**config.mk**
```make
export PLATFORM = sky130hd
export DESIGN_NAME = mme_dist
export DESIGN_NICKNAME = d
export VERILOG_FILES = /design/src/sv/mme_dist.sv
export SDC_FILE = /design/constraint.sdc
export NUM_CORES = 2
export LEC_CHECK = 0
export CAP_MARGIN = 30
export CORE_MARGIN = 2
export CORE_UTILIZATION = 65
export DETAILED_ROUTE_END_ITERATION = 16
export DONT_BUFFER_PORTS = 1
export PLACE_DENSITY = 0.92
export SLEW_MARGIN = 30
export SYNTH_ARGS = -nofsm -noshare
export SYNTH_HDL_FRONTEND = slang
export SYNTH_SLANG_ARGS = --single-unit
```
**constraint.sdc**
```tcl
create_clock -name clk -period 8.65 [get_ports clk]
set_input_delay 1.2975 -clock clk [delete_from_list [all_inputs] [get_ports clk]]
set_output_delay 1.2975 -clock clk [all_outputs]
set_load 0.1 [all_outputs]
```
**src/sv/mme_dist.sv**
```systemverilog
// ----------------------------------------------------------------------------
// mme_dist: merge stage
// Squared distance of both lanes' estimates to the target, then a
// bit-serial integer square root.
// ----------------------------------------------------------------------------
`default_nettype none

module mme_dist #(
	parameter int CW = 24
) (
	input  wire logic                 clk,
	input  wire logic                 arst_n,
	input  wire logic                 start,
	input  wire logic signed [CW-1:0] est_x,
	input  wire logic signed [CW-1:0] est_y,
	input  wire logic signed [CW-1:0] tgt_x,
	input  wire logic signed [CW-1:0] tgt_y,
	output logic [CW:0]               dist_err,
	output logic                      done
);

	localparam int SQW  = 2 * CW + 4;
	localparam int RW   = CW + 2;
	localparam int CNTW = $clog2(RW + 1);

	logic signed [CW:0]    dx_s1, dy_s1;
	logic [2*CW+1:0]       sqx_s2, sqy_s2;
	logic [SQW-1:0]        n_q;
	logic [RW:0]           rem_q;
	logic [RW-1:0]         root_q;
	logic [2:0]            vld_q;
	logic                  busy_q;
	logic                  done_q;
	logic [CNTW-1:0]       cnt_q;

	logic [RW+2:0]         r2;
	logic [RW+2:0]         trial;
	logic                  ge;

	assign r2    = {rem_q, n_q[SQW-1:SQW-2]};
	assign trial = {1'b0, root_q, 2'b01};
	assign ge    = r2 >= trial;

	always_ff @(posedge clk or negedge arst_n) begin
		if (!arst_n) begin
			vld_q  <= '0;
			busy_q <= 1'b0;
			done_q <= 1'b0;
			cnt_q  <= '0;
		end else begin
			vld_q  <= {vld_q[1:0], start};
			done_q <= 1'b0;
			if (vld_q[2]) begin
				busy_q <= 1'b1;
				cnt_q  <= CNTW'(RW);
			end else if (busy_q) begin
				cnt_q <= cnt_q - 1'b1;
				if (cnt_q == CNTW'(1)) begin
					busy_q <= 1'b0;
					done_q <= 1'b1;
				end
			end
		end
	end

	always_ff @(posedge clk) begin
		dx_s1  <= (CW+1)'(est_x) - (CW+1)'(tgt_x);
		dy_s1  <= (CW+1)'(est_y) - (CW+1)'(tgt_y);
		sqx_s2 <= (2*CW+2)'(dx_s1 * dx_s1);
		sqy_s2 <= (2*CW+2)'(dy_s1 * dy_s1);
		if (vld_q[2]) begin
			n_q    <= SQW'(sqx_s2) + SQW'(sqy_s2);
			rem_q  <= '0;
			root_q <= '0;
		end else if (busy_q) begin
			n_q    <= {n_q[SQW-3:0], 2'b00};
			rem_q  <= ge ? (RW+1)'(r2 - trial) : (RW+1)'(r2);
			root_q <= {root_q[RW-2:0], ge};
		end
	end

	assign dist_err = root_q[CW:0];
	assign done     = done_q;

endmodule

`default_nettype wire

```
Word level (Yosys, flattened, before mapping)
Cells that the tools add are included.
{ "totals": {"input_bits": 99, "out_inout_bits": 26, "register_bits": 265} }
{ "op_classes": {"muxes": 11, "n_eq_ne": 1, "mul": 2, "add_sub_neg": 5, "n_reduce_logical": 1, "n_lt_le_gt_ge": 1} }
{ "ops": {"columns": ["op", "n"], "rows": [
  ["$mux W52", 2],
  ["$mul A25 B25 Y50", 2],
  ["$add A50 B50 Y51", 1],
  ["$sub A24 B24 Y25", 2],
  ["$ge A29 B28 Y1", 1],
  ["$mux W27", 1],
  ["$sub A27 B27 Y27", 1],
  ["$mux W5", 2],
  ["$mux W1", 6],
  ["$eq A5 B1 Y1 const B", 1],
  ["$sub A5 B1 Y5 const B", 1],
  ["$reduce_bool A2 Y1", 1]
]} }

Longest topological paths before layout
{ "logic_depth": {"depth_word": 4, "ltp_mapped": 29} }

Least setup slack after synthesis
Ideal clock, no wire load.
{ "synth_timing": {"path_type": "register to register", "startpoint": "register dx_s1[24]", "endpoint": "register sqx_s2[49]", "slack_ns": 1.507, "required_time_ns": 8.532, "path_buffers": 2, "period_less_slack_ns": 7.143, "stages_incl_launch_ff": 24, "arrival_ns": 7.025, "cell_sequence": "dfxtp_1 clkbuf_1 clkbuf_1 nand2_1 inv_1 fa_1 fa_1 fa_1 inv_1 fa_1 inv_1 fa_1 inv_1 fa_1 inv_1 ha_1 a21oi_1 a21oi_1 a221o_1 a41oi_4 a21oi_2 or2_1 a221o_1 xnor2_1"} }
{ "synth_via": {"elab_chain_cells": 1} }
{ "synth_lines": {"columns": ["item", "line_no", "rtl"], "rows": [
  ["start, declared", "26", "logic signed [CW:0] dx_s1, dy_s1;"],
  ["start signal, assigned", "67", "dx_s1 <= (CW+1)'(est_x) - (CW+1)'(tgt_x);"],
  ["$mul A25 B25 Y50", "69", "sqx_s2 <= (2*CW+2)'(dx_s1 * dx_s1);"],
  ["end signal, assigned", "69", null],
  ["end, declared", "27", "logic [2*CW+1:0] sqx_s2, sqy_s2;"]
]} }
No other way between the ends.
A chain may end at the register's enable or synchronous reset.

Final worst setup path
{ "layout_timing": {"startpoint": "register dy_s1[1]", "endpoint": "register sqy_s2[48]"} }
{ "layout_via": {"elab_chain_cells": 1} }
{ "layout_lines": {"columns": ["item", "line_no", "rtl"], "rows": [
  ["start, declared", "26", null],
  ["start signal, assigned", "68", "dy_s1 <= (CW+1)'(est_y) - (CW+1)'(tgt_y);"],
  ["$mul A25 B25 Y50", "70", "sqy_s2 <= (2*CW+2)'(dy_s1 * dy_s1);"],
  ["end signal, assigned", "70", null],
  ["end, declared", "27", null]
]} }
No other way between the ends.

==> metrics.cfg <==
[yosys]
synth-edff-count = 52
ys_ff_latch = 263
netlist_area_um2 = 55000
avgSynthCellArea_um2 = 9.59
async_reset_ff_share_pct = 3.80
netlist.area_leader.share_pct = 44.3
yosysTopAreaCell = fa_1
synth_cells = 5733
syn-num-nets = 7477
yosys.cell_types.count = 89
yosys_warnings = 0
yosysSeqAreaShare_pct = 10.6
synthTopCellsByArea = fa_1 44%, inv_1 10%, ha_1 9.8%
synth_flop_cell = dfxtp_1

[global_routing]
met3_usage_pct = 6.44
first_global_vias = 45400
grt_pass1_wl_mm = 220
busiest_layer = met2
track_usage_pct = 32.1
grt_overflow_total = 0
use_met2_pct = 56.2
grt_max_degree = 71
antenna_found_initial = 3
use_met1_pct = 35.7

[clocking]
clk_pin_slew_ns = 0.06
clk_latency_ns = 0.61
postCtsSetupBuffers = 0
cts_buffers = 29
cts_hold_buf = 0
htree_levels = 1
cts_tree = done
cts_sinks = 263
root_buffer = clkbuf_16
ctsResizeCount = 0
clockBufferDepth = 3

[drt]
vias_per_cell = 5.86
ant_nets = 0
vias = 39700
wl_per_cell_um = 19.5
drc = 0
drtIter0Drc = 3012
wl_mm = 133
drt-pass1-iter-count = 8

[worst_setup_path]
path_buf_inv = 6
arrival_ns = 8.57
cp-end-kind = flip-flop
path_cells = buf_4 -> nand2_1 -> inv_1 -> fa_1 -> fa_1 -> fa_1 -> inv_1 -> fa_1 -> inv_1 -> fa_1 -> fa_1 -> inv_1 -> fa_1 -> inv_1 -> ha_1 -> nand4_1 -> or2_2 -> a311oi_1 -> o21ai_1 -> a21oi_1 -> o21ai_1 -> a31oi_1 -> nor3_1 -> a311oi_1
slowest_delay_ns = 0.87
cpMostUsedCell = fa_1
critical_path_class = reg2reg
critPathSlowestCell = dfxtp_1
crit_required_ns = 9.16
start_kind = flip-flop
r2r_setup_slack_ns = 0.59
cp_max_fo = 15
cpLargestDelayFamily = adder cells

[timing]
slew_violations = 0
skew_ns = 0.0321
fmax_mhz = 124
setup_viol = 0
fin_crit_ns = 8.06
max_slew_margin_pct = 29.7
finalCritPeriodShare_pct = 93.1
rsz0062_at_grt = false
final_hold_viol_count = 0
worst_pin_slew_ns = 1.05
fin_tns_setup_ns = 0

[floorplan]
fp.coreArea_um2 = 83700
die-area_um2 = 86900
fp.dieW_um = 295
rows = 106
initial_core_util_pct = 65.7
die_h_um = 295
io_pins = 125

[layout]
syn_to_final_growth_pct = 3.87
drive_above_1_share_pct = 4.07
layout_common_cells = 1495 x inv_1, 1216 x fa_1, 461 x nand2_1, 429 x ha_1, 245 x and2_1
final_nets = 7373
final_common_cell = inv_1
fillers = 5680

[min_path]
hp-class = reg2reg

[flow_run]
drv_cap = 0

[place]
dp_hpwl_mm = 108
place.gp.congestion = 0.964
io_buffer_count = 0

[outcome]
status = completed

## flip-flops by register name, indices dropped and copies added (netlist names)
name / flops
root_q: 26
cnt_q: 5
sqx_s2: 49
done: 1
vld_q: 3
dx_s1: 25
rem_q: 27
n_q: 52
dy_s1: 25
busy_q: 1
sqy_s2: 49
## worst register-to-register path, delay by kind of cell (launching register included)
| kind | cells | cell delay (ns) |
|---|---|---|
| compound gates | 6 | 1.82 |
| buf+inv | 6 | 0.71 |
| simple gates | 4 | 0.73 |
| flops | 1 | 0.87 |
| fa+ha+maj | 8 | 3.84 |
## synthesized netlist by cell type (9+ instances only)
| cell type | instances |
|---|---|
| inv_1 | 1495 |
| fa_1 | 1216 |
| nand2_1 | 461 |
| ha_1 | 429 |
| and2_1 | 245 |
| dfxtp_1 | 201 |
| nor2_1 | 198 |
| a21oi_1 | 172 |
| xnor2_1 | 165 |
| clkbuf_1 | 153 |
| a21o_1 | 118 |
| o21ai_0 | 94 |
| xor2_1 | 70 |
| nor2b_1 | 60 |
| nand3_1 | 55 |
| edfxtp_1 | 52 |
| mux2_2 | 44 |
| nand2b_1 | 44 |
| mux2i_1 | 39 |
| nor3_1 | 29 |
| nand4_1 | 28 |
| buf_4 | 26 |
| o21a_1 | 26 |
| a211oi_1 | 24 |
| o21bai_1 | 24 |
| a31oi_1 | 19 |
| and3_1 | 18 |
| o211ai_1 | 13 |
| o31ai_1 | 12 |
| a311oi_1 | 11 |
| or2_2 | 11 |
| a21boi_0 | 10 |
| a31o_2 | 10 |
| and4_1 | 10 |
| dfrtp_1 | 10 |
| a211o_1 | 9 |
| or3_1 | 9 |
## metal layers
layer	vias up	part of all wire, %
met5	-	0.0098
met2	2164	51
li1	17100	-
met4	2	7.5
met3	829	8.4
met1	19700	33
## per-stage QoR
step	cell area [µm²]	cells	util [%]	worst slack, ns	hold WS (ns)
2_1_floorplan	55000	5733	-	1.51	0.331
3_3_place_gp	56000	6731	66.9	0.868	0.334
3_5_place_dp	56000	6731	66.9	0.801	0.336
4_1_cts	57100	6783	68.2	0.766	0.357
5_1_grt	57100	6784	68.3	0.209	0.359
6_report	57100	6785	68.3	0.593	0.355
## worst paths after layout
path                                    to  cells after the start  startpoint
worst max-delay path            sqy_s2[48]                     24    dy_s1[1]
worst min-delay path              vld_q[1]                      0    vld_q[0]
worst max register to register  sqy_s2[48]                     24    dy_s1[1]
worst min register to register    vld_q[1]                      0    vld_q[0]
max in group asynchronous           busy_q                      0      arst_n
min in group asynchronous         cnt_q[1]                      0      arst_n
## area by class of cell
type	count	area [µm²]	share of cell area (%)
Antenna cell	1	2.50	0.00438
Clock buffer	41	863	1.51
Clock inverter	11	196	0.344
Inverter	1495	5610	9.82
Multi-Input combinational cell	3781	42700	74.7
Sequential cell	263	5870	10.3
Tap cell	1134	1420	2.48
Timing Repair Buffer	59	463	0.810
## cells by family after synthesis
group / Yosys count / synth area share (%)
AOI/OAI and AO/OA: 618 / 7.60
xor gates and xnor gates: 235 / 3.74
adders and majority gates: 1645 / 54.0
buffers and inverters: 1689 / 11.7
DFF: 263 / 10.6
muxes: 84 / 1.63
and+or+nand+nor: 1199 / 10.6
Power is not shown: default switching activity piles up to over one toggle a cycle in this logic, so the estimate is an artifact.
