[config.mk]
export PLATFORM = sky130hd
export DESIGN_NAME = mme_lane
export DESIGN_NICKNAME = d
export VERILOG_FILES = /design/src/sv/mme_pkg.sv /design/src/sv/mme_lane.sv
export SDC_FILE = /design/constraint.sdc
export NUM_CORES = 2
export LEC_CHECK = 0
export BUFFER_PORTS_ARGS = -buffer_cell sky130_fd_sc_hd__buf_2
export CORE_MARGIN = 2
export CORE_UTILIZATION = 39
export CTS_CLUSTER_SIZE = 12
export DETAILED_ROUTE_END_ITERATION = 6
export PLACE_DENSITY = 0.67
export RECOVER_POWER = 25
export SYNTH_ARGS = -nofsm -noshare
export SYNTH_HDL_FRONTEND = slang
export SYNTH_SLANG_ARGS = --single-unit
export TNS_END_PERCENT = 1
[constraint.sdc]
create_clock -name clk -period 19.4 [get_ports clk]
set_clock_uncertainty 0.15 [all_clocks]
set_input_delay 2.91 -clock clk [delete_from_list [all_inputs] [get_ports clk]]
set_output_delay 2.91 -clock clk [all_outputs]
set_load 0.01 [all_outputs]
[src/sv/mme_pkg.sv]
// ----------------------------------------------------------------------------
// mme_pkg: shared types and constants
// Register indexes, fixed field widths and lane control bundle.
// ----------------------------------------------------------------------------
`default_nettype none

package mme_pkg;

	localparam int BSW  = 9;   // batch_size register width
	localparam int UCW  = 24;  // update counter width
	localparam int IDXW = 3;   // config index width

	localparam logic [IDXW-1:0] REG_BATCH_SIZE = 3'd0;
	localparam logic [IDXW-1:0] REG_INITIAL_X  = 3'd1;
	localparam logic [IDXW-1:0] REG_INITIAL_Y  = 3'd2;
	localparam logic [IDXW-1:0] REG_TARGET_X   = 3'd3;
	localparam logic [IDXW-1:0] REG_TARGET_Y   = 3'd4;

	typedef struct packed {
		logic acc;      // add sample to batch sum
		logic restart;  // reload estimate, drop partial batch
		logic prep;     // form numerator/denominator, then divide
	} lane_ctl_t;

endpackage

`default_nettype wire

[src/sv/mme_lane.sv]
// ----------------------------------------------------------------------------
// mme_lane: one coordinate lane
// Batch sum, estimate register and a restoring divider for the step update.
// ----------------------------------------------------------------------------
`default_nettype none

module mme_lane import mme_pkg::*; #(
	parameter int CW = 24
) (
	input  wire logic                  clk,
	input  wire logic                  arst_n,
	input  wire lane_ctl_t             ctl,
	input  wire logic signed [CW-1:0]  sample,
	input  wire logic signed [CW-1:0]  init,
	input  wire logic [BSW-1:0]        bs,
	input  wire logic [UCW:0]          steps,
	output logic signed [CW-1:0]       est,
	output logic                       done
);

	localparam int SW   = CW + BSW;
	localparam int DW   = CW + BSW + 1;
	localparam int DENW = BSW + UCW + 1;
	localparam int RMW  = DENW + 1;
	localparam int CNTW = $clog2(DW + 1);

	logic signed [SW-1:0]  sum_q;
	logic signed [CW-1:0]  est_q;
	logic                  neg_q;
	logic [DENW-1:0]       den_q;
	logic [DW-1:0]         quo_q;
	logic [RMW-1:0]        rem_q;
	logic [CNTW-1:0]       cnt_q;
	logic                  busy_q;
	logic                  done_q;

	logic signed [DW-1:0]  prod;
	logic signed [DW-1:0]  num;
	logic [DW-1:0]         mag;
	logic [RMW-1:0]        shl;
	logic [RMW-1:0]        trial;
	logic                  ge;
	logic [DW-1:0]         quo_nx;
	logic signed [DW-1:0]  step;
	logic signed [DW-1:0]  est_nx;
	logic signed [SW-1:0]  sum_base;

	assign prod     = $signed({1'b0, bs}) * est_q;
	assign num      = prod - DW'(sum_q);
	assign mag      = num[DW-1] ? DW'(-num) : DW'(num);
	assign shl      = {rem_q[RMW-2:0], quo_q[DW-1]};
	assign trial    = shl - RMW'(den_q);
	assign ge       = shl >= RMW'(den_q);
	assign quo_nx   = {quo_q[DW-2:0], ge};
	assign step     = neg_q ? -$signed(quo_nx) : $signed(quo_nx);
	assign est_nx   = DW'(est_q) - step;
	assign sum_base = ctl.restart ? '0 : sum_q;

	always_ff @(posedge clk or negedge arst_n) begin
		if (!arst_n) begin
			est_q  <= '0;
			sum_q  <= '0;
			busy_q <= 1'b0;
			done_q <= 1'b0;
			cnt_q  <= '0;
		end else begin
			done_q <= 1'b0;
			if (ctl.acc) begin
				sum_q <= sum_base + SW'(sample);
				if (ctl.restart) begin
					est_q <= init;
				end
			end
			if (ctl.prep) begin
				busy_q <= 1'b1;
				cnt_q  <= CNTW'(DW);
			end else if (busy_q) begin
				cnt_q <= cnt_q - 1'b1;
				if (cnt_q == CNTW'(1)) begin
					busy_q <= 1'b0;
					done_q <= 1'b1;
					est_q  <= est_nx[CW-1:0];
					sum_q  <= '0;
				end
			end
		end
	end

	always_ff @(posedge clk) begin
		if (ctl.prep) begin
			neg_q <= num[DW-1];
			den_q <= bs * steps;
			quo_q <= mag;
			rem_q <= '0;
		end else if (busy_q) begin
			quo_q <= quo_nx;
			rem_q <= ge ? trial : shl;
		end
	end

	assign est  = est_q;
	assign done = done_q;

endmodule

`default_nettype wire

Word-level counts from Yosys, hierarchy flattened
Cells that the tools add are included.

cells by class
  add/sub/neg operators = 7
  multiply operators = 2
  magnitude comparators = 1
  equality and inequality tests = 1
  muxes and demuxes = 23
  reduce and logical (&&, ||, !) cells = 1

operators with widths
  kind                 count
  $mux 33              5
  $mux 24              6
  $mux 34              4
  $ge 35x34->1         1
  $mul 10x24->34       1
  $mul 9x25->34        1
  $neg 34->34          1
  $sub 34x33->34       1
  $sub 34x34->34       1
  $add 33x24->33       1
  $neg 24->24          1
  $sub 24x24->24       1
  $mux 6               2
  $eq 6x1->1 const B   1
  $mux 1               6
  $sub 6x1->6 const B  1
  $reduce_bool 2->1    1

word-level totals
  register bits = 168
  word-level logic and storage cells = 44

Longest topological paths before layout
  depth after elaboration = 7
  depth in mapped cells = 29
  depth with buffers taken out = 26

Worst setup path before layout
OpenSTA, ideal clock, no wires.

  kind = in2reg
  from = in bs[2]
  to = reg quo_q[28], data pin
  slack = 10085 ps
  buffers on the path = 1
  cell stages on the path = 22
  data arrival time = 8905 ps
  path through = clkbuf_1 > nand2_1 > fa_1 > fa_1 > inv_1 > fa_1 > fa_1 > inv_1 > fa_1 > inv_1 > ha_1 > and3_1 > a221oi_2 > o31ai_1 > xor2_1 > a31o_2 > or4_4 > nor4_4 > nand4_2 > o41ai_2 > xnor2_1 > mux2_4

on the way
  cells in the longest elaborated chain, start to end = 5

RTL lines
  what                    line            RTL
  start: declaration      mme_lane.sv:15  input wire logic [BSW-1:0] bs,
  $mul 10x24->34 (*)      mme_lane.sv:48  assign prod = $signed({1'b0, bs}) * est_q;
  $sub 34x33->34 (*)      mme_lane.sv:49  assign num = prod - DW'(sum_q);
  $neg 34->34             mme_lane.sv:50  assign mag = num[DW-1] ? DW'(-num) : DW'(num);
  $mux 34 (*)             mme_lane.sv:50
  $mux 34 (*)             mme_lane.sv:90  if (ctl.prep) begin
  end signal: assignment  mme_lane.sv:93  quo_q <= mag;
  end signal: assignment  mme_lane.sv:96  quo_q <= quo_nx;
  end: declaration        mme_lane.sv:31  logic [DW-1:0] quo_q;

Mark *: on every way between the ends. The rest lies on a longest branch, timed or not.
A chain may end at the register's enable or synchronous reset.

Worst setup path after layout
  from = in bs[5]
  to = reg quo_q[29], data pin

Same word-level chain as after synthesis.

==> impl_metrics.sql <==
INSERT INTO impl_metrics (metric_group, metric, value, unit) VALUES
('outcome', 'status', 'finished with violations', ''),
('outcome', 'failed_checks', 'capacitance limit, slew limit', ''),
('routing', 'vias', '21765', ''),
('timing', 'setup_viol_count_final', '0', ''),
('placement', 'place.gp.congestion', '0.918', ''),
('clock_tree', 'post_cts.repair.setup_buffers', '0', ''),
('timing', 'worst_slew_margin_rel', '-1.79', ''),
('die', 'fp.dieH', '271', 'um'),
('logic_synthesis', 'postSynthRegisterBits', '168', ''),
('clock_tree', 'ctsHtreeMaxLevel', '4', ''),
('critical_path', 'crit_type', 'in -> reg', ''),
('critical_path', 'worst-endpoint-required', '19.50', 'ns'),
('placement', 'port_buffers', '111', ''),
('placement', 'post-place-cells', '4146', ''),
('timing', 'finalHoldViolCount', '0', ''),
('critical_path', 'worst-endpoint-arrival', '9.76', 'ns'),
('timing', 'rsz0062_at_grt', 'no', ''),
('logic_synthesis', 'post_synth_instance_area', '0.0279', 'sq mm'),
('placement', 'dp_slack', '9.30', 'ns'),
('logic_synthesis', 'yosys.area_share.simple', '0.168', ''),
('clock_tree', 'cts_root_buffer', 'clkbuf_16', ''),
('routing', 'route.detailed.vias_per_inst', '5.21', ''),
('die', 'die_width', '271', 'um'),
('grt', 'grt_start_max_net_pins', '77', ''),
('routing', 'routed_wirelength', '71.0', 'mm'),
('flow_run', 'max_cap_violations', '2', ''),
('grt', 'global_route.usage.total', '0.201', ''),
('critical_path', 'critical_path.max_fanout', '49', ''),
('clock_tree', 'clkTransAtPathRegs', '0.08', 'ns'),
('cells_and_area', 'nets_finish', '3916', ''),
('logic_synthesis', 'postSynth.topFlopCell', 'edfxtp_1', ''),
('timing', 'timing_worst_slew_pin_value', '4.19', 'ns'),
('logic_synthesis', 'yosysMostFrequentCell', 'inv_1', ''),
('critical_path', 'cp-start-kind', 'primary input', ''),
('logic_synthesis', 'syn-instance-count', '3221', ''),
('logic_synthesis', 'fraction_of_synthesized_cell_area_in_xor_and_xnor_cells', '0.0585', ''),
('cells_and_area', 'final_layout_size_suffix_gt1_frac', '0.0633', ''),
('timing', 'fmax', '103', 'MHz'),
('die', 'die_area', '0.0736', 'sq mm'),
('clock_tree', 'cts_max_path_buffers', '2', ''),
('grt', 'antenna_found_initial', '11', ''),
('grt', 'global_route_wire_length_before_repair', '118', 'mm'),
('timing', 'setup_total_negative_slack', '0', 'ns'),
('logic_synthesis', 'combinational_family_with_the_most_area_after_synthesis', 'adder cells', ''),
('routing', 'route.detailed.drc', '0', ''),
('placement', 'place_hpwl', '55.9', 'mm'),
('logic_synthesis', 'post_synth_main_area_contributors', 'fa_1, ha_1, edfxtp_1', ''),
('die', 'initial_utilization', '0.396', ''),
('logic_synthesis', 'ys_seq_area_frac', '0.157', ''),
('grt', 'grt_pass1_vias', '22476', ''),
('logic_synthesis', 'post_synth_most_frequent_cells', 'inv_1, nand2_1, fa_1', ''),
('routing', 'drtIter0Drc', '1304', ''),
('logic_synthesis', 'post_synth_mux_area_share', '0.0211', ''),
('logic_synthesis', 'ys.warnings.count', '0', ''),
('timing', 'period_needed', '9.66', 'ns'),
('routing', 'number_of_search_and_repair_iterations_in_the_first_detailed_routing_pass', '5', ''),
('clock_tree', 'ctsHoldBuffers', '0', ''),
('cells_and_area', 'area_growth_syn_to_layout', '6.96', '%'),
('clock_tree', 'clock_insertion_delay_worst_skew', '0.50', 'ns'),
('logic_synthesis', 'number_of_flops_mapped_to_enable_cells_by_yosys', '69', ''),
('logic_synthesis', 'yosysTopAreaCellShare', '0.273', ''),
('logic_synthesis', 'synth_compound_gate_area_share', '0.130', ''),
('logic_synthesis', 'yosys.cell_types.count', '89', ''),
('routing', 'wl_per_cell', '17.0', 'um'),
('logic_synthesis', 'synth_async_sr_flop_share', '0.387', ''),
('timing', 'final_max_slew_viol_count', '110', ''),
('timing', 'hold_slack', '0.314', 'ns'),
('logic_synthesis', 'synth_area_leader_cell', 'fa_1', ''),
('clock_tree', 'post_cts_resized', '0', ''),
('grt', 'grt_overflow_total', '0', ''),
('logic_synthesis', 'syn_avg_cell_area', '8.65', 'sq um');
metrics by stage:
stage,area (sq um),util
6_report,29800,0.423
5_1_grt,29800,0.423
4_1_cts,29800,0.423
3_5_place_dp,29200,0.415
3_3_place_gp,29200,0.415
2_1_floorplan,27900,-
logic make-up (layout without fill, tap and decap cells):
group	Yosys count	count (layout)
AND/OR/NAND/NOR	977	977
adder cells (fa/ha/maj)	604	604
AO/OA/AOI/OAI	550	550
other	0	2
XOR/XNOR	186	186
multiplexers	57	57
buffers and inverters	679	696
flip-flops	168	168
cells in the final DEF (no fill, tap or decap), drive strengths merged, types with 15 or more instances in the layout:
| master | n |
|---|---|
| dfrtp | 65 |
| xor2 | 82 |
| nor3 | 33 |
| o21ai | 109 |
| edfxtp | 69 |
| nand2b | 15 |
| a21o | 69 |
| and3 | 21 |
| dfxtp | 34 |
| a21oi | 165 |
| o31ai | 23 |
| clkbuf | 20 |
| buf | 127 |
| o21a | 19 |
| nand3 | 42 |
| nor2b | 23 |
| o21bai | 19 |
| nor2 | 188 |
| fa | 380 |
| mux2i | 47 |
| a211oi | 25 |
| and2 | 198 |
| xnor2 | 104 |
| nand2 | 389 |
| a31oi | 20 |
| inv | 542 |
| ha | 224 |
critical path: stages:
cell	delay, ns
buf_2	0.07
buf_4	0.47
nand2_1	0.17
fa_1	0.57
inv_1	0.06
fa_1	0.55
fa_1	0.43
fa_1	0.49
inv_1	0.05
fa_1	0.47
inv_1	0.04
ha_1	0.36
and3_1	0.33
o211ai_1	0.15
a311oi_1	0.43
o21ai_0	0.21
a41oi_1	0.27
mux2i_1	0.32
nand2_1	0.65
o21ai_0	0.33
xor2_1	0.11
mux2_2	0.28
worst paths after layout:
check	startpoint	to	cells past startpoint
min in group asynchronous	arst_n	est[8]	1
worst min-delay path	rem_q[27]	rem_q[27]	2
worst min register to register	rem_q[27]	rem_q[27]	2
worst max-delay path	bs[5]	quo_q[29]	22
worst max register to register	est[11]	quo_q[29]	20
max in group asynchronous	arst_n	sum_q[8]	1
final cells by class:
cell class / instances / area (sq um)
inverters: 535 / 2010
clock inverters: 14 / 176
fillers: 7062 / 40600
well taps: 940 / 1180
clock buffers: 18 / 439
flip-flops and latches: 168 / 4380
diodes: 2 / 5.00
multi-input cells: 2374 / 20900
repair buffers: 129 / 688
flip-flops by register name, indices dropped and copies added, names as in the netlist:
signal / cells
est: 24
den_q: 34
busy_q: 1
sum_q: 33
quo_q: 34
rem_q: 34
neg_q: 1
cnt_q: 6
done: 1
per-layer routing:
layer | GRT usage | part of all wire
met5 | 0 | 0.00066
met4 | 0.0515 | 0.020
met3 | 0.0482 | 0.084
met2 | 0.308 | 0.43
met1 | 0.283 | 0.47
Power is not shown: default switching activity piles up to over one toggle a cycle in this logic, so the estimate is an artifact.
